$ cat src/rtl/dhmd_pkg.sv
// Package for the distance hold motor drive: item types, constants and tables.
`default_nettype none

package dhmd_pkg;

    // Averaging window and the widths that follow from it
    localparam int WINDOW = 5;
    localparam int SLOT_W = (WINDOW > 1) ? $clog2(WINDOW) : 1;
    localparam int CNT_W  = $clog2(WINDOW + 1);
    localparam int SUM_W  = $clog2(WINDOW * 65536);

    // Depth of the queue between front and back
    localparam int QDEPTH  = 2;
    localparam int QPTR_W  = $clog2(QDEPTH);
    localparam int QCNT_W  = $clog2(QDEPTH + 1);

    // Configuration register indexes
    localparam int CFG_IDX_W = 1;
    localparam int CFG_DAT_W = 20;
    localparam logic [CFG_IDX_W-1:0] CFG_GOAL   = 1'd0;
    localparam logic [CFG_IDX_W-1:0] CFG_PERIOD = 1'd1;
    localparam logic [15:0] GOAL_RESET   = 16'd0;
    localparam logic [19:0] PERIOD_RESET = 20'd105000;

    // Direction codes
    localparam logic [1:0] DIR_STOP    = 2'd0;
    localparam logic [1:0] DIR_FORWARD = 2'd1;
    localparam logic [1:0] DIR_REVERSE = 2'd2;

    // Speed shaping limits, in percent
    localparam int SPEED_FULL       = 100;
    localparam int SPEED_FULL_ABOVE = 64;
    localparam int SPEED_FLOOR      = 20;

    // Reciprocal of the fill count, ceil(2^AVG_SHIFT / c), exact for c up to 16
    localparam int AVG_SHIFT = 24;
    localparam int AVG_ONE   = 2 ** AVG_SHIFT;
    localparam int RECIP_W   = AVG_SHIFT + 1;
    localparam logic [RECIP_W-1:0] AVG_RECIP [17] = '{
        RECIP_W'(0),
        RECIP_W'((AVG_ONE +  0) /  1), RECIP_W'((AVG_ONE +  1) /  2),
        RECIP_W'((AVG_ONE +  2) /  3), RECIP_W'((AVG_ONE +  3) /  4),
        RECIP_W'((AVG_ONE +  4) /  5), RECIP_W'((AVG_ONE +  5) /  6),
        RECIP_W'((AVG_ONE +  6) /  7), RECIP_W'((AVG_ONE +  7) /  8),
        RECIP_W'((AVG_ONE +  8) /  9), RECIP_W'((AVG_ONE +  9) / 10),
        RECIP_W'((AVG_ONE + 10) / 11), RECIP_W'((AVG_ONE + 11) / 12),
        RECIP_W'((AVG_ONE + 12) / 13), RECIP_W'((AVG_ONE + 13) / 14),
        RECIP_W'((AVG_ONE + 14) / 15), RECIP_W'((AVG_ONE + 15) / 16)
    };

    // Divide by ten on a 16-bit magnitude: ceil(2^20 / 10)
    localparam int TENTH_SHIFT = 20;
    localparam logic [16:0] TENTH_RECIP = 17'(((2 ** TENTH_SHIFT) + 9) / 10);

    // Divide by one hundred on a 27-bit product: ceil(2^34 / 100)
    localparam int PCT_SHIFT = 34;
    localparam logic [27:0] PCT_RECIP = 28'((64'd17179869184 + 64'd99) / 64'd100);

    // Payload of one input item
    typedef struct packed {
        logic [15:0] distance_mm;
        logic        motion_enable;
    } t_in;

    // Payload of one result item
    typedef struct packed {
        logic [1:0]         direction;
        logic [19:0]        duty_compare;
        logic signed [7:0]  speed_percent;
    } t_out;

    // Work handed from front to back
    typedef struct packed {
        logic [SUM_W-1:0] sum;
        logic [CNT_W-1:0] count;
        logic             enable;
    } t_job;

    // Queue status seen by both sides
    typedef struct packed {
        logic full;
        logic empty;
    } t_qstat;

    // Back end sequencer states
    typedef enum logic [2:0] {
        ST_IDLE,
        ST_AVG,
        ST_CM,
        ST_MUL,
        ST_DIV
    } t_state;

endpackage

`default_nettype wire

$ cat src/rtl/dhmd_front.sv
// Front end: accepts samples, keeps the sample ring and the running sum.
`default_nettype none

module dhmd_front (
    input  wire logic            i_clk,
    input  wire logic            i_rst_n,
    input  wire logic            i_in_valid,
    output logic                 o_in_ready,
    input  wire dhmd_pkg::t_in   i_in,
    input  wire dhmd_pkg::t_qstat i_qstat,
    output logic                 o_push,
    output dhmd_pkg::t_job       o_job
);

    logic [15:0]                r_ring [dhmd_pkg::WINDOW];
    logic [dhmd_pkg::SLOT_W-1:0] r_slot, n_slot;
    logic [dhmd_pkg::CNT_W-1:0]  r_fill, n_fill;
    logic [dhmd_pkg::SUM_W-1:0]  r_sum,  n_sum;
    logic                        accept;

    assign o_in_ready = !i_qstat.full;
    assign accept     = i_in_valid && o_in_ready;

    // Ring update: drop the oldest sample, add the new one
    always_comb begin
        n_sum = r_sum - dhmd_pkg::SUM_W'(r_ring[r_slot])
                      + dhmd_pkg::SUM_W'(i_in.distance_mm);
        n_slot = (r_slot == dhmd_pkg::SLOT_W'(dhmd_pkg::WINDOW - 1))
               ? '0 : r_slot + 1'b1;
        n_fill = (r_fill == dhmd_pkg::CNT_W'(dhmd_pkg::WINDOW))
               ? r_fill : r_fill + 1'b1;
    end

    always_ff @(posedge i_clk) begin
        if (!i_rst_n) begin
            for (int i = 0; i < dhmd_pkg::WINDOW; i++) r_ring[i] <= '0;
            r_slot <= '0;
            r_fill <= '0;
            r_sum  <= '0;
        end else if (accept) begin
            r_ring[r_slot] <= i_in.distance_mm;
            r_slot         <= n_slot;
            r_fill         <= n_fill;
            r_sum          <= n_sum;
        end
    end

    // Job goes straight into the queue on accept
    assign o_push       = accept;
    assign o_job.sum    = n_sum;
    assign o_job.count  = n_fill;
    assign o_job.enable = i_in.motion_enable;

endmodule

`default_nettype wire

$ cat config.mk
export PLATFORM = sky130hd
export DESIGN_NAME = dhmd_front
export DESIGN_NICKNAME = d
export VERILOG_FILES = /design/src/rtl/dhmd_pkg.sv /design/src/rtl/dhmd_front.sv
export SDC_FILE = /design/constraint.sdc
export NUM_CORES = 1
export LEC_CHECK = 0
export ABC_AREA = 1
export BUFFER_PORTS_ARGS = -buffer_cell sky130_fd_sc_hd__buf_2
export CAP_MARGIN = 10
export CORE_MARGIN = 2
export CORE_UTILIZATION = 48
export DETAILED_ROUTE_END_ITERATION = 7
export HOLD_SLACK_MARGIN = 0.15
export PLACE_DENSITY_LB_ADDON = 0.2
export SLEW_MARGIN = 20
export SYNTH_ARGS = -nofsm -noshare
export SYNTH_HDL_FRONTEND = slang
export SYNTH_SLANG_ARGS = --single-unit
export TNS_END_PERCENT = 50
$ cat constraint.sdc
create_clock -name i_clk -period 2.5 [get_ports i_clk]
set_input_delay 0 -clock i_clk [delete_from_list [all_inputs] [get_ports i_clk]]
set_output_delay 0 -clock i_clk [all_outputs]
set_load 0.01 [all_outputs]
# --- Word level (Yosys, flattened, before mapping) ---
# Memories as Yosys holds them, arrays and structs flattened. A register that Yosys moved wholly into a read port is not among the register bits.
# Index checks and enable logic that the tools add are counted.
totals:
  output_inout_bits: 25
  reg_bits: 25
  input_bits: 22
  elab_cells: 24
  memories: 1
  mem_bits_rw: 80
classes:
  muxes: 11
  n_reduce_logical: 3
  n_addsub: 4
  eq_ne: 2
mem_list:
  columns: ["name", "depth", "word_bits", "read_ports", "rd_ports_with_merged_regs", "write_ports", "line_no", "source"]
  rows:
  - ["r_ring", 5, 16, 1, 1, 5, "dhmd_front.sv:15", "logic [15:0] r_ring [dhmd_pkg::WINDOW];"]
ops:
  columns: ["cell", "count"]
  rows:
  - ["adder 19 x 16 -> 19 bit", 1]
  - ["subtractor 19 x 16 -> 19 bit", 1]
  - ["2-to-1 mux 16 bit", 1]
  - ["OR reduction 16 bit", 1]
  - ["2-to-1 mux 3 bit", 5]
  - ["adder 3 x 1 -> 3 bit, second input constant", 2]
  - ["== test 3 bit, second input constant", 2]
  - ["2-to-1 mux 1 bit", 5]
  - ["logical AND 1 bit", 1]
  - ["logical NOT 1 bit", 1]

# --- Depth between registers and ports, before layout ---
# Gate-level depths: netlist of run 1.
depth:
  depth_word: 7
  depth_mapped: 21
  ltp_nobuf: 20

# --- Worst setup path before layout of run 1 ---
# Ideal clock, no wire load.
synth_path:
  path_type: "register to register"
  start: "register (tool-made name)"
  end: "register r_sum[10] (netlist bit)"
  path_slack_ps: -273
  path_buffers: 2
  setup_ps: 115
  arrival_time_ps: 2658
  period_less_slack_ps: 2773
  path_stages_with_launch: 17
  cell_sequence: "dfxtp_1 buf_2 clkbuf_2 o21ai_0 o22ai_1 nor2_1 a31oi_1 fa_1 inv_1 ha_1 nand2_1 inv_1 a21oi_1 nand3_2 xor2_2 o21ai_0 inv_1"
synth_rtl:
  columns: ["item", "line_no", "source"]
  rows:
  - ["to (signal assigned)", "dhmd_front.sv:44", "r_sum <= n_sum;"]
  - ["to (decl)", "dhmd_front.sv:18", "logic [dhmd_pkg::SUM_W-1:0] r_sum, n_sum;"]

==> results.json, run 1 <==
{
  "gr-total-overflow": 0,
  "finalSetupViolCount": 36,
  "holdCritPathClass": "in2out",
  "fillCellCount": 1254,
  "synth_seq_cells": 156,
  "final_area_mm2": 0.0113,
  "netlist_instances": 878,
  "wl_per_cell_um": 18.4,
  "grt_pass1_wl_um": 34600,
  "final_common_cell": "nor2_1",
  "rows": 47,
  "fp.dieW_um": 133,
  "start_util": 0.488,
  "placed_cell_area_mm2": 0.00936,
  "multi_input_area_mm2": 0.00394,
  "worstReg2RegEnd": "r_sum[17]$_SDFFE_PN0P_",
  "routed_wl_um": 23400,
  "coreArea_mm2": 0.0165,
  "min_to": "o_in_ready",
  "cp_slowest_cell": "fa_1",
  "synth_area_leaders": "edfxtp_1 48%, nor2_1 10%, dfxtp_1 7.0%",
  "synth_top_flop_cell": "edfxtp_1",
  "crit_family": "adder cells",
  "path_clk_slew_ps": 60,
  "slew_viol_final": 0,
  "rsz0062_at_grt": "true",
  "grt_pass1_vias": 6557,
  "clk_latency_ps": 430,
  "root_buffer": "clkbuf_16",
  "die_y_um": 133,
  "fmax_ghz": 0.294,
  "synth_fp_nets": 939,
  "yosys.area.top_type": "edfxtp_1",
  "layout_common_cells": "196 x nor2_1, 128 x edfxtp_1, 99 x inv_1, 81 x buf_4, 60 x nand2_1",
  "fin_skew_ps": 15.0,
  "regArea_mm2": 0.00441,
  "drt_iter0_markers": 670,
  "critPathKind": "reg2out",
  "antenna_found_initial": 0,
  "ant_nets": 0,
  "vdd_ir_drop_max_v": 0.000719,
  "path_common_cell": "nand2_2",
  "grt_usage": 0.259,
  "ys_seq_area_frac": 0.548,
  "dr_total_vias": 6844,
  "crit_fanout": 5,
  "cts.path.max_buffers": 2,
  "cp.required_ps": 2500,
  "power.density_mw_per_mm2": 865,
  "status": "complete, but fails checks",
  "ys_types": 36,
  "synth_edf_count": 128,
  "final_layout_size_suffix_gt1_frac": 0.345,
  "worstHoldStart": "i_qstat[1]",
  "synthArstFlopShare": 0,
  "route.detailed.drc": 0,
  "diodes": 0,
  "leakage_nw": 4.87,
  "fp.dieArea_mm2": 0.0178,
  "vias_per_cell": 5.37,
  "min_period_ps": 3400,
  "grt_max_degree": 36,
  "ff2ff_path_depth": 22,
  "crit_chain": "inv_8 -> buf_12 -> buf_4 -> o21ai_2 -> o22ai_1 -> nor2_1 -> a31oi_2 -> fa_1 -> inv_2 -> ha_4 -> a21oi_2 -> nand2_1 -> inv_1 -> nor2_1 -> nor2_2 -> nand2_2 -> nand2_2 -> nand2_2 -> buf_6",
  "startpoint_type": "flip-flop",
  "tightestPinTransition_ps": 686,
  "fin_ws_ps": -897,
  "syn_area_per_cell_um2": 9.15,
  "violations": "negative setup slack",
  "worst-r2r-setup-slack_ps": -730,
  "tritoncts": "yes",
  "netlist_area_mm2": 0.00803,
  "relSlewSlack": 0.540,
  "hold_viol": 0,
  "worstHoldPathCells": 3,
  "firstDrtPassIters": 5,
  "io_pins": 47,
  "port_buffers": 43,
  "htreeDepth": 4,
  "stdcell_count": 1274,
  "cts_sinks": 156,
  "yosysWarnings": 0,
  "gp_congestion": 0.843,
  "critPathArrivalTime_ps": 3400,
  "numPlacedInstances": 1196,
  "dp_slack_ps": -611,
  "period_share": 1.36,
  "cts_buffers": 17,
  "nets": 1102,
  "critPathBufInv": 6,
  "endpoint_kind": "primary output",
  "dp.final_hpwl_um": 13800,
  "synth_top_area_frac": 0.479,
  "cp_slowest_stage_delay_ps": 540,
  "drv_cap": 0,
  "area_growth_pct": 40.4
}
[worst max path at each step]
stage                   start                      to  slack [ps]  cells after the start
finish              flip-flop               o_job[21]        -900                     19
global route        flip-flop               o_job[22]       -1080                     18
detailed placement  flip-flop  r_sum[18]$_SDFFE_PN0P_        -610                     20
global placement    flip-flop  r_sum[18]$_SDFFE_PN0P_        -560                     20
CTS                 flip-flop               o_job[22]        -820                     19
floorplan           flip-flop  r_sum[18]$_SDFFE_PN0P_         -90                     21
[area by class of cell]
| type | count | share of cell area |
|---|---|---|
| clock buffers | 22 | 0.0403 |
| clock inverters | 10 | 0.0127 |
| inverters | 120 | 0.0408 |
| multi-input cells | 568 | 0.349 |
| flip-flops and latches | 156 | 0.391 |
| well taps | 220 | 0.0244 |
| repair buffers | 178 | 0.141 |
[synthesized netlist by cell type (5+ instances only)]
library cell,n
buf_2,15
nand2_1,99
nor3_1,5
edfxtp_1,128
o22ai_1,16
nand3_1,26
o21ai_0,81
dfxtp_1,28
fa_1,16
clkbuf_1,17
a31oi_1,17
xor2_1,7
a21oi_1,33
nor2_1,220
inv_1,116
ha_1,23
[state kept, by name, indices dropped and copies added (netlist names), named ones only]
signal  flops
r_sum      19
r_ring    128
r_slot      3
r_fill      3
[per-stage QoR]
step / total power, mW / hold WS, ps / utilization / setup TNS [ps]
2_1_floorplan: 4.86 / 37.7 / - / -759
3_3_place_gp: 6.03 / 0.119 / 0.569 / -13620
3_5_place_dp: 6.06 / 0.119 / 0.569 / -14860
4_1_cts: 9.24 / 236 / 0.658 / -20150
5_1_grt: 10.2 / 256 / 0.685 / -27540
6_report: 9.75 / 249 / 0.685 / -21770
[report_power, final]
part           internal, mW  switching [mW]
combinational          1.93            2.21
sequential             2.91          0.0446
clock                  1.60            1.05
[tightest hold or removal path, cell delays in order]
cell	delay, ps
buf_2	80
inv_2	40
buf_2	130
[what timing repair did]
action,4_1_cts,5_1_grt
hold buffers,25,0
pin swaps,57,57
endpoints found under the hold margin,103,0
gates resized for setup,122,105
setup buffers,13,7
cloned,4,3
endpoints found under the setup margin,36,78
[per-layer routing]
layer | GRT usage | wire length (um) | vias up
li1 | - | - | 3218
met1 | 0.321 | 9220 | 3297
met2 | 0.445 | 11900 | 272
met3 | 0.0514 | 1490 | 57
met4 | 0.108 | 812 | 0
met5 | 0 | 0 | -
[cells by family (layout without fill, tap and decap cells)]
family,Yosys count,count (layout),share of synthesized area
compound gates,152,152,0.101
xor+xnor,12,12,0.0150
fa+ha+maj,39,39,0.0757
buf+inv,154,330,0.0753
flops,156,156,0.548
simple gates,365,365,0.184
Note: power is estimated with default switching activity, not from simulation.
==> inputs of run 2 (changes only) <==
- ABC_AREA: 1 -> unset
==> run 2 against run 1 <==
Against the previous run:
- the run still ends with negative setup slack left
- clock skew is 1.4 ps lower
- clock power about the same
- sequential power is 1% higher
- final cell count down 18%
- critical path type unchanged
- largest cell class unchanged
==> results.json, run 2 <==
{
  "status": "complete, but fails checks",
  "violations": "negative setup slack",
  "muxShareOfSynthArea": 0.114,
  "layout_common_cells": "128 x edfxtp_1, 121 x buf_4, 65 x inv_1, 42 x nor4_1",
  "max_flop_register": "r_ring",
  "synth_top_family_by_area": "simple AND/OR/NAND/NOR gates",
  "grt_pass1_vias": 6064,
  "synth-compound-area-share": 0.0662,
  "clk_latency_ps": 440,
  "leakage_nw": 4.31,
  "tritoncts": "yes",
  "yosysWarnings": 0,
  "fp.dieW_um": 133,
  "root_buffer": "clkbuf_16",
  "ys_seq_area_frac": 0.547,
  "hold_slack_ps": 164,
  "synth_area_leaders": "edfxtp_1 48%, mux4_2 9.0%, dfxtp_1 7.0%",
  "final_layout_size_suffix_gt1_frac": 0.375,
  "synth_top_area_frac": 0.478,
  "tightestPinTransition_ps": 526,
  "port_buffers": 43,
  "largest_reg_flops": 128,
  "cts_buffers": 17,
  "synth_fp_nets": 694,
  "min_period_ps": 4190,
  "drt_iter0_markers": 482,
  "final_area_mm2": 0.0108,
  "worstReg2RegEnd": "r_sum[18]$_SDFFE_PN0P_",
  "cts_sinks": 156,
  "vias_per_cell": 5.60,
  "finalSetupViolCount": 36,
  "htreeDepth": 4,
  "grt_max_degree": 45,
  "start_util": 0.489,
  "yosys.area.top_type": "edfxtp_1",
  "endpoint": "o_job[18]",
  "diodes": 0,
  "fin_ws_ps": -1690,
  "crit_fanout": 5,
  "timing.setup.tns_ps": -43990,
  "io_pins": 47,
  "cp.required_ps": 2500,
  "grt_usage": 0.253,
  "hold_viol": 0,
  "synth_top_flop_cell": "edfxtp_1",
  "synthAdderAreaFrac": 0.0755,
  "gp_congestion": 0.827,
  "ff2ff_path_depth": 14,
  "final_common_cell": "edfxtp_1",
  "critPathArrivalTime_ps": 4190,
  "route.detailed.drc": 0,
  "antenna_found_initial": 0,
  "die_y_um": 133,
  "top_regs": "r_ring (128), r_sum (19)",
  "critPathKind": "reg2out",
  "yosysMostFrequentCell": "edfxtp_1",
  "dp_slack_ps": -1490,
  "endpoint_kind": "primary output",
  "relSlewSlack": 0.650,
  "gr-total-overflow": 0,
  "vdd_ir_drop_max_v": 0.000612,
  "worstHoldStart": "i_in[6]",
  "finalPower_mw": 9.50,
  "firstDrtPassIters": 5,
  "startpoint_type": "flip-flop",
  "holdCritPathClass": "in2reg",
  "synth_commonest_cells": "128 x edfxtp_1, 67 x inv_1, 43 x nor4_1",
  "fillCellCount": 1235,
  "cts.path.max_buffers": 2,
  "fin_skew_ps": 13.6,
  "placed_cell_area_mm2": 0.00948,
  "slew_viol_final": 0,
  "synth_xor_area_frac": 0.0229,
  "drv_cap": 0,
  "ant_nets": 0,
  "netlist_area_mm2": 0.00805,
  "syn_area_per_cell_um2": 12.7,
  "fp.dieArea_mm2": 0.0178,
  "synth_seq_cells": 156,
  "ys_types": 53,
  "nets": 871,
  "path_clk_slew_ps": 70,
  "dr_total_vias": 5838,
  "synthArstFlopShare": 0,
  "synthSimpleGateAreaFrac": 0.122,
  "period_share": 1.68,
  "netlist_instances": 633,
  "power.density_mw_per_mm2": 882,
  "coreArea_mm2": 0.0165,
  "rsz0062_at_grt": "true",
  "area_growth_pct": 33.7,
  "dp.final_hpwl_um": 14000,
  "fmax_ghz": 0.239,
  "worst-r2r-setup-slack_ps": -1480,
  "routed_wl_um": 21100,
  "synth_edf_count": 128,
  "grt_pass1_wl_um": 33800,
  "rows": 47,
  "wl_per_cell_um": 20.2
}
run 2: metal layers:
| metal | wire, um | vias to the layer above | GRT usage |
|---|---|---|---|
| met5 | 0 | - | 0 |
| met4 | 462 | 0 | 0.0863 |
| met1 | 8600 | 2917 | 0.329 |
| met2 | 10900 | 216 | 0.431 |
| li1 | - | 2674 | - |
| met3 | 1140 | 31 | 0.0441 |
run 2: logic make-up after synthesis:
kind of cell,after synthesis
fa+ha+maj,39
buf+inv,110
compound gates,75
simple gates,182
xor+xnor,21
mux,50
flops,156
run 2: power breakdown:
part	internal, mW	switching [mW]
Clock	1.44	1.22
Combinational	2.01	1.83
Sequential	2.93	0.0668
run 2: cell type report:
cell class,instances,area (um2),share of cell area
flip-flops and latches,156,4410,0.409
multi-input cells,367,3590,0.334
repair buffers,200,1610,0.150
clock buffers,17,425,0.0395
well taps,220,275,0.0256
inverters,68,255,0.0237
clock inverters,15,193,0.0179
run 2: per-stage QoR:
step           cells   util
2_1_floorplan    633      -
3_3_place_gp     964  0.576
3_5_place_dp     964  0.576
4_1_cts         1036  0.648
5_1_grt         1043  0.654
6_report        1043  0.654
run 2: how the worst min path moves through the flow:
stage                                       endpoint  slack, ps  cells past startpoint
after floorplan                           o_in_ready         50                      1
after global placement                      o_job[0]       0.07                      0
after detailed placement                    o_job[0]       0.07                      0
after CTS                 r_ring[3][5]$_SDFFCE_PN0P_        150                      4
after global routing      r_ring[1][5]$_SDFFCE_PN0P_        150                      4
final                     r_ring[3][5]$_SDFFCE_PN0P_        160                      4
run 2: timing repair:
action / in CTS / in global routing
buffers inserted: 16 / 7
hold buffers: 23 / 0
pin swaps: 18 / 12
endpoints found under the setup margin: 36 / 36
cloned: 1 / 0
hold endpoints to repair: 93 / 0
resized for setup: 35 / 8
run 2: critical path, stage by stage, from the launching register on:
cell,delay (ps)
dfxtp_4,380
buf_12,120
mux4_2,490
mux2_4,280
fa_1,490
inv_2,50
fa_2,340
a21o_1,210
a221oi_4,340
o211ai_1,130
o311a_1,410
nor2_2,130
buf_4,130
xnor2_2,100
buf_2,160
