File: config.mk
export PLATFORM = sky130hd
export DESIGN_NAME = dhmd_queue
export DESIGN_NICKNAME = d
export VERILOG_FILES = /design/src/rtl/dhmd_pkg.sv /design/src/rtl/dhmd_queue.sv
export SDC_FILE = /design/constraint.sdc
export NUM_CORES = 1
export LEC_CHECK = 0
export ABC_AREA = 1
export BUFFER_PORTS_ARGS = -buffer_cell sky130_fd_sc_hd__buf_2
export CAP_MARGIN = 40
export CORE_MARGIN = 2
export CORE_UTILIZATION = 44
export DETAILED_ROUTE_END_ITERATION = 6
export PLACE_DENSITY = 0.71
export SYNTH_ARGS = -nofsm -noshare
export SYNTH_HDL_FRONTEND = slang
export SYNTH_SLANG_ARGS = --single-unit
export TNS_END_PERCENT = 100
File: constraint.sdc
create_clock -name i_clk -period 2.1 [get_ports i_clk]
set_input_delay 0.42 -clock i_clk [delete_from_list [all_inputs] [get_ports i_clk]]
set_output_delay 0.42 -clock i_clk [all_outputs]
set_load 0.1 [all_outputs]
File: src/rtl/dhmd_pkg.sv
// Package for the distance hold motor drive: item types, constants and tables.
`default_nettype none

package dhmd_pkg;

    // Averaging window and the widths that follow from it
    localparam int WINDOW = 5;
    localparam int SLOT_W = (WINDOW > 1) ? $clog2(WINDOW) : 1;
    localparam int CNT_W  = $clog2(WINDOW + 1);
    localparam int SUM_W  = $clog2(WINDOW * 65536);

    // Depth of the queue between front and back
    localparam int QDEPTH  = 2;
    localparam int QPTR_W  = $clog2(QDEPTH);
    localparam int QCNT_W  = $clog2(QDEPTH + 1);

    // Configuration register indexes
    localparam int CFG_IDX_W = 1;
    localparam int CFG_DAT_W = 20;
    localparam logic [CFG_IDX_W-1:0] CFG_GOAL   = 1'd0;
    localparam logic [CFG_IDX_W-1:0] CFG_PERIOD = 1'd1;
    localparam logic [15:0] GOAL_RESET   = 16'd0;
    localparam logic [19:0] PERIOD_RESET = 20'd105000;

    // Direction codes
    localparam logic [1:0] DIR_STOP    = 2'd0;
    localparam logic [1:0] DIR_FORWARD = 2'd1;
    localparam logic [1:0] DIR_REVERSE = 2'd2;

    // Speed shaping limits, in percent
    localparam int SPEED_FULL       = 100;
    localparam int SPEED_FULL_ABOVE = 64;
    localparam int SPEED_FLOOR      = 20;

    // Reciprocal of the fill count, ceil(2^AVG_SHIFT / c), exact for c up to 16
    localparam int AVG_SHIFT = 24;
    localparam int AVG_ONE   = 2 ** AVG_SHIFT;
    localparam int RECIP_W   = AVG_SHIFT + 1;
    localparam logic [RECIP_W-1:0] AVG_RECIP [17] = '{
        RECIP_W'(0),
        RECIP_W'((AVG_ONE +  0) /  1), RECIP_W'((AVG_ONE +  1) /  2),
        RECIP_W'((AVG_ONE +  2) /  3), RECIP_W'((AVG_ONE +  3) /  4),
        RECIP_W'((AVG_ONE +  4) /  5), RECIP_W'((AVG_ONE +  5) /  6),
        RECIP_W'((AVG_ONE +  6) /  7), RECIP_W'((AVG_ONE +  7) /  8),
        RECIP_W'((AVG_ONE +  8) /  9), RECIP_W'((AVG_ONE +  9) / 10),
        RECIP_W'((AVG_ONE + 10) / 11), RECIP_W'((AVG_ONE + 11) / 12),
        RECIP_W'((AVG_ONE + 12) / 13), RECIP_W'((AVG_ONE + 13) / 14),
        RECIP_W'((AVG_ONE + 14) / 15), RECIP_W'((AVG_ONE + 15) / 16)
    };

    // Divide by ten on a 16-bit magnitude: ceil(2^20 / 10)
    localparam int TENTH_SHIFT = 20;
    localparam logic [16:0] TENTH_RECIP = 17'(((2 ** TENTH_SHIFT) + 9) / 10);

    // Divide by one hundred on a 27-bit product: ceil(2^34 / 100)
    localparam int PCT_SHIFT = 34;
    localparam logic [27:0] PCT_RECIP = 28'((64'd17179869184 + 64'd99) / 64'd100);

    // Payload of one input item
    typedef struct packed {
        logic [15:0] distance_mm;
        logic        motion_enable;
    } t_in;

    // Payload of one result item
    typedef struct packed {
        logic [1:0]         direction;
        logic [19:0]        duty_compare;
        logic signed [7:0]  speed_percent;
    } t_out;

    // Work handed from front to back
    typedef struct packed {
        logic [SUM_W-1:0] sum;
        logic [CNT_W-1:0] count;
        logic             enable;
    } t_job;

    // Queue status seen by both sides
    typedef struct packed {
        logic full;
        logic empty;
    } t_qstat;

    // Back end sequencer states
    typedef enum logic [2:0] {
        ST_IDLE,
        ST_AVG,
        ST_CM,
        ST_MUL,
        ST_DIV
    } t_state;

endpackage

`default_nettype wire

File: src/rtl/dhmd_queue.sv
// Short queue of jobs between front end and back end.
`default_nettype none

module dhmd_queue (
    input  wire logic            i_clk,
    input  wire logic            i_rst_n,
    input  wire logic            i_push,
    input  wire dhmd_pkg::t_job  i_job,
    input  wire logic            i_pop,
    output dhmd_pkg::t_job       o_job,
    output dhmd_pkg::t_qstat     o_qstat
);

    dhmd_pkg::t_job               r_mem [dhmd_pkg::QDEPTH];
    logic [dhmd_pkg::QPTR_W-1:0]  r_wptr, r_rptr;
    logic [dhmd_pkg::QCNT_W-1:0]  r_count;

    function automatic logic [dhmd_pkg::QPTR_W-1:0] bump(
        input logic [dhmd_pkg::QPTR_W-1:0] p
    );
        return (p == dhmd_pkg::QPTR_W'(dhmd_pkg::QDEPTH - 1)) ? '0 : p + 1'b1;
    endfunction

    always_ff @(posedge i_clk) begin
        if (i_push) r_mem[r_wptr] <= i_job;
    end

    // Pointers and occupancy
    always_ff @(posedge i_clk) begin
        if (!i_rst_n) begin
            r_wptr  <= '0;
            r_rptr  <= '0;
            r_count <= '0;
        end else begin
            if (i_push) r_wptr <= bump(r_wptr);
            if (i_pop)  r_rptr <= bump(r_rptr);
            if (i_push && !i_pop)      r_count <= r_count + 1'b1;
            else if (i_pop && !i_push) r_count <= r_count - 1'b1;
        end
    end

    assign o_job         = r_mem[r_rptr];
    assign o_qstat.full  = (r_count == dhmd_pkg::QCNT_W'(dhmd_pkg::QDEPTH));
    assign o_qstat.empty = (r_count == '0);

endmodule

`default_nettype wire

* After elaboration in Yosys (flattened, before gate mapping)
Memory sizes are Yosys's and may differ from the RTL's. A register that Yosys moved wholly into a read port is not among the register bits.
Cells that the tools add are included.
** Cells by class
- Eq/ne operators :: 1
- Add/subtract/negate cells :: 4
- Multiplexer cells :: 8
- Reduce and logical (&&, ||, !) cells :: 6
** Operators with widths (count)
- 2-to-1 mux 1 bit :: 6
- 2-to-1 mux 2 bit :: 2
- adder 1 bit (second input constant) :: 2
- adder 2 x 1 -> 2 bit (second input constant) :: 1
- == test 2 bit (second input constant) :: 1
- logical AND 1 bit :: 2
- logical NOT 1 bit :: 2
- logical NOT 2 bit :: 1
- nonzero test 2 bit :: 1
- subtractor 2 x 1 -> 2 bit (second input constant) :: 1
** Storage, ports and cells
- Bits in registers :: 4
- Word-level logic and storage cells :: 23
- Memories kept :: 1
- Input port bits :: 27
- Bits in writable memories :: 46
** Memory list
- r_mem :: words 2, bits a word 23, read ports 1, clocked after memory_dff 1, wr ports 1, RTL line dhmd_queue.sv:14 : dhmd_pkg::t_job r_mem [dhmd_pkg::QDEPTH];

* Logic depth before layout (Yosys ltp)
Gate-level depths: netlist (run 1).
- Depth in word-level cells :: 4
- Mapped depth :: 8
- Mapped depth without buffers :: 8

* Worst setup path after synthesis (run 1)
No wires, ideal clock.
- Path kind :: flip-flop to output port
- Start point :: reg r_count[1] (netlist bit)
- End point :: out o_qstat[1] (netlist bit)
- Arrival :: 1631 ps
- Stages on the path, launching flop included :: 3
- Data required time :: 1680 ps
- Slack :: 49 ps
- Buffers on the path :: 0
- Cells stage by stage :: dfxtp_1 -> inv_1 -> nor2_1
** RTL lines
- from (decl) :: RTL line dhmd_queue.sv:16 : logic [dhmd_pkg::QCNT_W-1:0] r_count;
- from (signal assigned) :: RTL line dhmd_queue.sv:37 : if (i_push && !i_pop) r_count <= r_count + 1'b1;
- from (signal assigned) :: RTL line dhmd_queue.sv:38 : else if (i_pop && !i_push) r_count <= r_count - 1'b1;
- to (decl) :: RTL line dhmd_queue.sv:11 : output dhmd_pkg::t_qstat o_qstat

==> run summary, run 1 <==
For this run, the top clock speed supported by timing is 534.8 MHz. The clock net in this run drives a total of 51 sinks. In the global route stage, met2 resource usage came out at 25.32%. The min-delay analysis places its worst path in the category in -> reg. The antenna diode instance count came out at 0. On the final layout, the worst clock skew is 0.004661 ns.

The all-layer global routing usage is 14.15%. The worst setup path is captured at a primary output. The number of CTS-inserted buffers came out at 5. The maximum clock path buffer count came out at 2. The cell at the root of the clock tree is clkbuf_8. Across the VDD grid, the largest voltage drop is 759.1 µV.

The initial utilization of the core area, before any placement, comes to 46.59%. After filler insertion, the fill cell instance count of the layout stands at 271. The clock network power share came out at 29.4%. In this run the register-to-register setup slack is 0.83 ns. TritonCTS built the clock tree.

Setup violations remaining at the end of the flow were counted as 0. The worst register-to-register path ends at r_mem[1][16]$_DFFE_PP_. By area the synthesized netlist is led by edfxtp_1, mux2_2, dfxtp_1. The largest net degree at the start of global routing is 17.

The post-route clock period utilization came out at 89.03%. After layout, the design draws a total of 2.648 mW. Along the worst path, the maximum fanout reaches 15. The final period demand of the worst path came out at 1.870 ns. After global routing the overflow that remains totals 0. The post-CTS clock slew at the launch and capture registers of the worst setup and hold paths came out at 0.09 ns. edfxtp_1 takes more of the synthesized area than any other cell.

The final cell count without fillers came out at 218. The number of cells upsized or downsized after cts came out at 0. The cell leakage power came out at 1.072 nW.

The startpoint identified for the worst register-to-register timing path is r_wptr$_SDFFE_PN0P_. The post-synthesis sequential area ratio came out at 78.36%. The post-synth design cell area is 1891 µm². The final route contains 1,045 vias. After the first detailed-routing iteration, the DRC count stood at 71. Global routing consumed, on the met1 layer, 14.78% of the routing resources. The number of cells on the worst reg-to-reg path is 3. The average instance area after synthesis came out at 17.84 µm². The number of top-level pins is 52. The final number of hold-violating endpoints came out at 0. The most heavily used metal layer in global routing is met2. The met3 track demand over resource is 4.506%. Summed over its instances, the top area cell type makes up 73.06% of the synthesized netlist area. The synthesized netlist contains 12 unique library cells. The power density normalized to cell area came out at 973.4 nW/µm². The latest clock arrival within the worst-skew pair came out at 0.30 ns. The count of max-cap constraint violations is 0.

The logic gate share of total power came out at 25.9%. The residual antenna-violating net count after detailed routing is 0. For the pin with the worst max-slew slack, the measured transition is 0.4868 ns. The floorplan step defined a core boundary enclosing 4058 µm².

The post-synth net total came out at 134. The accumulated negative setup slack is 0 ns. The final layout contains 195 nets. The number of rows created at floorplan is 23. The synthesized design contains 51 register bits. Wires add up to 3221 µm.

Buffers placed on the I/O ports in this run total 51. The sequential fraction of design power is 44.7%. The post-detailed-placement half-perimeter wirelength came out at 2364 µm.

The fraction of layout cells with a size suffix above 1 is 52.38%. After clock tree synthesis, the setup repair step added 0 buffers. The data arrival time of the critical path is 1.45 ns. The placed cell count is 210. The flow ran to the end, and the final reports show no timing, DRC or antenna violations. The cell count after synthesis came out at 106. The die boundary width is 69.55 µm. The congestion estimate from routability-driven global placement came to 0.7224. The worst slew margin relative to its limit came out at 67.77%. The final standard cell utilization of the core came out at 67.04%.

The worst setup path is launched from a register. The via-per-instance ratio came out at 4.794. In the routed design, unresolved DRC markers number 0. The H-tree depth came out at 2. The internal power of the cells is 1.874 mW.

The routed wirelength normalized by instance count is 14.78 µm. The number of hold-repair buffers added at the cts stage is 0. The number of global-route vias before repair was 1,112. The first global-routing pass estimated 5140 µm of wire. The overall die height is 69.55 µm. Yosys printed 0 warnings.

The area of the die is 4837 µm². The worst setup path is of the reg -> out kind. The initial antenna violation count was 0. The worst path required time is 1.68 ns.

For this design the total switching power over the nets is 773.6 µW. The critical path ends at o_job[21]. Net switching is 29.22% of the power. The count of pins over their slew limit was 0. Setup repair after global routing left no endpoint under its margin. The first detailed-routing pass took 4 iterations.

The synthesis-to-layout area growth came out at 43.88%.
## power by group through the flow
stage | Sequential, mW | Clock, mW | Combinational [mW]
after floorplan | 1.20 | 0 | 0.442
after global placement | 1.20 | 0 | 0.681
after detailed placement | 1.21 | 0 | 0.690
after CTS | 1.18 | 0.804 | 0.691
after global routing | 1.19 | 0.835 | 0.709
final | 1.18 | 0.779 | 0.685
## layout make-up
cell class	instances	area, µm²	share of cell area [%]
flip-flops and latches	51	1481	54.46
well taps	50	62.56	2.300
repair buffers	56	650.6	23.92
inverters	8	30.03	1.104
clock buffers	5	68.82	2.530
multi-input cells	45	359.1	13.20
clock inverters	3	67.56	2.484
## routing by layer
| layer | share of wire, % | up-vias |
|---|---|---|
| met4 | 1.6 | 0 |
| met3 | 5.4 | 5 |
| met1 | 38 | 495 |
| met5 | 0 | - |
| li1 | - | 511 |
| met2 | 55 | 34 |
## Yosys cell counts (all sizes together)
master	count
nand3	1
ha	1
nand4	1
o21ai	1
nand2	8
edfxtp	46
inv	8
a21oi	1
mux2	23
buf	2
nor2	9
dfxtp	5
## cell usage in the layout (no fill, tap or decap)
cell type and n:
dfxtp_1 5, bufinv_16 2, clkbuf_8 5, buf_12 24
inv_1 8, nor2_2 1, nand3_1 1, edfxtp_1 46
ha_1 1, clkinvlp_4 1, o21ai_0 1, buf_2 28
a21oi_1 1, nand2_1 8, mux2_2 23, nand4_1 1
buf_4 4, nor2_1 8
## critical path, cell delays in order, from the launching register on
cell	delay [ns]
dfxtp_1	0.34
buf_4	0.23
mux2_2	0.40
buf_12	0.17
## per-stage QoR
step                hold WS, ns  cell area (µm²)  worst slack (ns)
finish                   0.3037             2720            0.2303
global route             0.2859             2720            0.1569
CTS                      0.2895             2720            0.2029
detailed placement       0.4962             2584            0.5470
global placement         0.4799             2584            0.5630
floorplan                0.4635             1891           0.04900
## state kept, by name, indices dropped and copies added, names as in the netlist, named ones only
| name | cells |
|---|---|
| r_count | 2 |
| r_wptr | 1 |
| r_mem | 46 |
| r_rptr | 1 |
## kinds of logic after synthesis
logic type,synth area share (%)
adder cells (fa/ha/maj),0.6617
multiplexers,13.70
AO/OA/AOI/OAI,0.5289
AND/OR/NAND/NOR,3.971
buffers and inverters,2.780
flip-flops,78.36
## worst min path at each step
stage / startpoint / depth (start not counted) / end
after CTS: i_job[17] / 1 / r_mem[1][17]$_DFFE_PP_
after detailed placement: r_rptr$_SDFFE_PN0P_ / 2 / register
final: i_job[3] / 1 / r_mem[0][3]$_DFFE_PP_
after global placement: r_rptr$_SDFFE_PN0P_ / 2 / r_rptr$_SDFFE_PN0P_
after floorplan: r_rptr$_SDFFE_PN0P_ / 2 / register
after global routing: i_job[6] / 1 / r_mem[0][6]$_DFFE_PP_
Power figures use the tool's default switching activity.
==> inputs of run 2 (changes only) <==
ABC_AREA = default   (was 1)
CORE_MARGIN = 8   (was 2)
CTS_CLUSTER_SIZE = 40   (was default)
==> run 2 against run 1 <==
  * Maximum frequency is 2.4% higher
  * Routed wire length is 3.8% higher
  * Combinational power is 14% higher
  * Largest cell class unchanged
==> run summary, run 2 <==
TritonCTS built the clock tree. Ranked by flip-flop count, first place goes to r_mem. The post-CTS clock slew at the launch and capture registers of the worst setup and hold paths is 0.08 ns (about the same). The antenna diode instance count is 0 (unchanged). The clock network power share came out at 20.7% (-8.7 points). The post-synthesis sequential area ratio is 79.04% (+0.68 points). The multiplexer fraction of the synthesized cell area came out at 13.82% (+0.12 points).

The number of hold-repair buffers added at the cts stage is 0 (unchanged). The maximum clock rate came to 547.5 MHz (+2.4%). By instance count, the leading cell after synthesis is edfxtp_1.

The post-synth design cell area came to 1874 µm² (-0.86%). The capturing element type of the critical path is a primary output. The DRC marker count from the first detailed-route iteration was 34 (-52%). The largest net degree at the start of global routing is 16 (-1). The post-detailed-placement half-perimeter wirelength came out at 2519 µm (+6.6%). The cell count after synthesis came out at 93 (-12%). The power density normalized to cell area came out at 933.2 nW/µm² (-4.1%).

The worst slew margin relative to its limit is 67.62% (-0.16 points). In this run the worst hold path is classified as in -> reg. The accumulated negative setup slack was 0 ns (unchanged).

The number of flops mapped to enable cells by yosys is 46 (unchanged). The overall die height is 81.27 µm (+17%). The worst-path maximum fanout is 13 (-2). The number of buffers added for setup after CTS was 0 (unchanged). The fraction of layout cells with a size suffix above 1 is 57.05% (+4.7 points). The wire length of the first global-routing pass came out at 5285 µm (+2.8%). The count of yosys warnings during synthesis came out at 0 (unchanged).

The flow ran to the end, and the final reports show no timing, DRC or antenna violations. The count of unique library cells instantiated by Yosys is 16 (+4). The largest registers in the layout are r_mem (46), r_count (2). The simple-gate portion of the synthesized area was 3.004% (-0.97 points). The pin slew with the least headroom to its limit is 0.4891 ns (+0.002371 ns). By area, the combinational part of the netlist is dominated by multiplexers.

The adder-cell share of the synthesized area was 0.6676% (+0.0057 points). The cell leakage power was 1.017 nW (-5.2%). The H-tree depth was 2 (unchanged). The slack of the critical path came out at 0.2734 ns (+0.04311 ns). The final number of hold-violating endpoints came to 0 (unchanged).

The via-per-instance ratio is 4.869 (+1.6%). The average instance area after synthesis is 20.15 µm² (+13%). The count of pins over their slew limit came out at 0 (unchanged). The placed instance area is 2570 µm² (-0.53%). The worst path required time is 1.68 ns (about the same).

The final period demand of the worst path is 1.827 ns (-0.04311 ns). The area of all placed cells without fillers is 2655 µm² (-2.4%). After synthesis, the most frequently instantiated cells are edfxtp_1, mux2_2, dfxtp_1. The data arrival time of the critical path came to 1.41 ns (-0.04 ns).

The logic gate share of total power was 31.4% (+5.5 points). The clock sink count is 51 (unchanged). The residual antenna-violating net count after detailed routing came to 0 (unchanged).

The final cell count without fillers is 206 (-5.5%). The worst setup slack after placement is 0.5880 ns (+0.04096 ns). In the layout the commonest cells are edfxtp_1, buf_2, mux2_2, buf_12, buf_4. The switching share of power came out at 32.68% (+3.5 points).

The number of global-route vias before repair came out at 1,107 (-0.45%). The compound-gate portion of the synthesized area came to 1.068% (+0.54 points). The post-synth net total came to 121 (-9.7%). The total via count after detailed routing is 1,003 (-4.0%).

The sequential fraction of design power is 47.9% (+3.2 points). The all-layer global routing usage was 10.81% (-3.3 points). The launching element type of the critical path is a register. The count of TritonRoute iterations in the first routing pass is 4 (unchanged).

The worst supply voltage drop on vdd is 532.7 µV (-30%). The routed wirelength normalized by instance count is 16.24 µm (+9.9%). The number of top-level pins came out at 52 (unchanged). The internal power of the cells is 1.668 mW (-11%). The number of CTS-inserted buffers came to 5 (unchanged).

The initial core utilization is 46.19% (-0.40 points). Setup repair after global routing left no endpoint under its margin. The number of cells upsized or downsized after cts is 0 (unchanged). The post-layout net count came to 183 (-6.2%). The post-synthesis register bit count is 51 (unchanged). The latest clock arrival within the worst-skew pair is 0.29 ns (about the same). The final RePlAce weighted congestion is 0.6027 (-17%). The count of max-cap constraint violations is 0 (unchanged).

The number of flip-flops under the largest register name came out at 46 (unchanged). The residual DRC count came out at 0 (unchanged). The proportion of register bits with asynchronous set or reset after synthesis was 0% (unchanged). The total length of routed wires came to 3345 µm (+3.8%). The cell sitting at the root of the clock tree is a clkbuf_8.

The XOR/XNOR share of the synthesized area is 1.402% (+1.4 points). The maximum clock path buffer count is 2 (unchanged). Sorting the synthesized cells by area gives the leading types as edfxtp_1, mux2_2, dfxtp_1.

The net load switching power is 809.7 µW (+4.7%). The post-route clock skew was 0.003544 ns (-0.001117 ns). The minimum hold slack is 0.3067 ns (+0.002919 ns). Of all cell types, the one taking the most synthesized area is edfxtp_1.

The total of endpoints with negative setup slack in the final report is 0 (unchanged). For this run, the leading register cell type out of synthesis is edfxtp_1. The synthesis-to-layout area growth came out at 41.66%. The placed cell count came out at 198 (-5.7%).

The post-route clock period utilization came out at 86.98% (-2.1 points). The share of Yosys cell area claimed by the top area cell type came out at 73.70% (+0.63 points). The die boundary width is 81.27 µm (+17%). The count of buffers from port buffering came to 51 (unchanged).

The area of the die is 6604 µm² (+37%). The number of rows created at floorplan came to 23 (unchanged). The core area is 4058 µm² (unchanged).

The setup path with the least slack is of type reg -> out. The library cell used most frequently in the layout, excluding fill and tap cells, is edfxtp_1. The global-route congestion overflow total came to 0 (unchanged). The initial antenna violation count is 0 (unchanged).
[run 2: changes by cell type after synthesis, moves of 2 or more]
cell / change
nand2_1: -8
nor2_1: -8
inv_1: -7
and2_1: +4
buf_4: +2
buf_6: -2
nor2b_1: +2
xor2_1: +2
[run 2: cell type report]
class | instances | area [µm²]
sequential | 51 | 1481
fill | 281 | 1403
timing repair buffer | 57 | 645.6
multi-input combinational | 39 | 376.6
clock buffer | 6 | 72.57
tap | 50 | 62.56
clock inverter | 2 | 12.51
inverter | 1 | 3.754
[run 2: logic make-up (layout without fill, tap and decap cells)]
logic type               after synthesis  in the layout
XOR/XNOR                               3              3
AO/OA/AOI/OAI                          3              3
multiplexers                          23             23
flip-flops                            51             51
buffers and inverters                  3             66
adder cells (fa/ha/maj)                1              1
AND/OR/NAND/NOR                        9              9
[run 2: final timing paths]
path / from / endpoint / slack (ns) / depth (start not counted)
worst max register to register: r_count[0]$_SDFFE_PN0P_ / r_count[1]$_SDFFE_PN0P_ / 1.05 / 3
worst min-delay path: i_job[3] / r_mem[0][3]$_DFFE_PP_ / 0.31 / 1
worst min register to register: r_count[1]$_SDFFE_PN0P_ / r_count[1]$_SDFFE_PN0P_ / 0.51 / 2
worst max-delay path: register / o_job[20] / 0.27 / 3
[run 2: critical path, cell delays in order, from the launching register on]
cell and delay, ns:
dfxtp_1 0.33, buf_4 0.22, mux2_2 0.39, buf_12 0.17
[run 2: metrics by stage]
| stage | total power [mW] | utilization [%] |
|---|---|---|
| final | 2.478 | 65.43 |
| after global routing | 2.569 | 65.43 |
| after CTS | 2.509 | 65.43 |
| after detailed placement | 1.993 | 63.34 |
| after global placement | 1.981 | 63.34 |
| after floorplan | 1.713 | - |
[run 2: power groups by stage]
stage	registers [mW]	clock network, mW	logic [mW]
5_1_grt	1.19	0.574	0.803
3_5_place_dp	1.21	0	0.784
4_1_cts	1.19	0.537	0.786
3_3_place_gp	1.20	0	0.776
2_1_floorplan	1.21	0	0.507
6_report	1.19	0.513	0.779
[run 2: metal layers]
metal | wire, µm | global-route usage [%] | vias up
met2 | 1818 | 19.09 | 30
met3 | 260 | 4.194 | 5
met5 | 0 | 0 | -
met4 | 53 | 5.357 | 0
li1 | - | - | 476
met1 | 1213 | 10.82 | 492
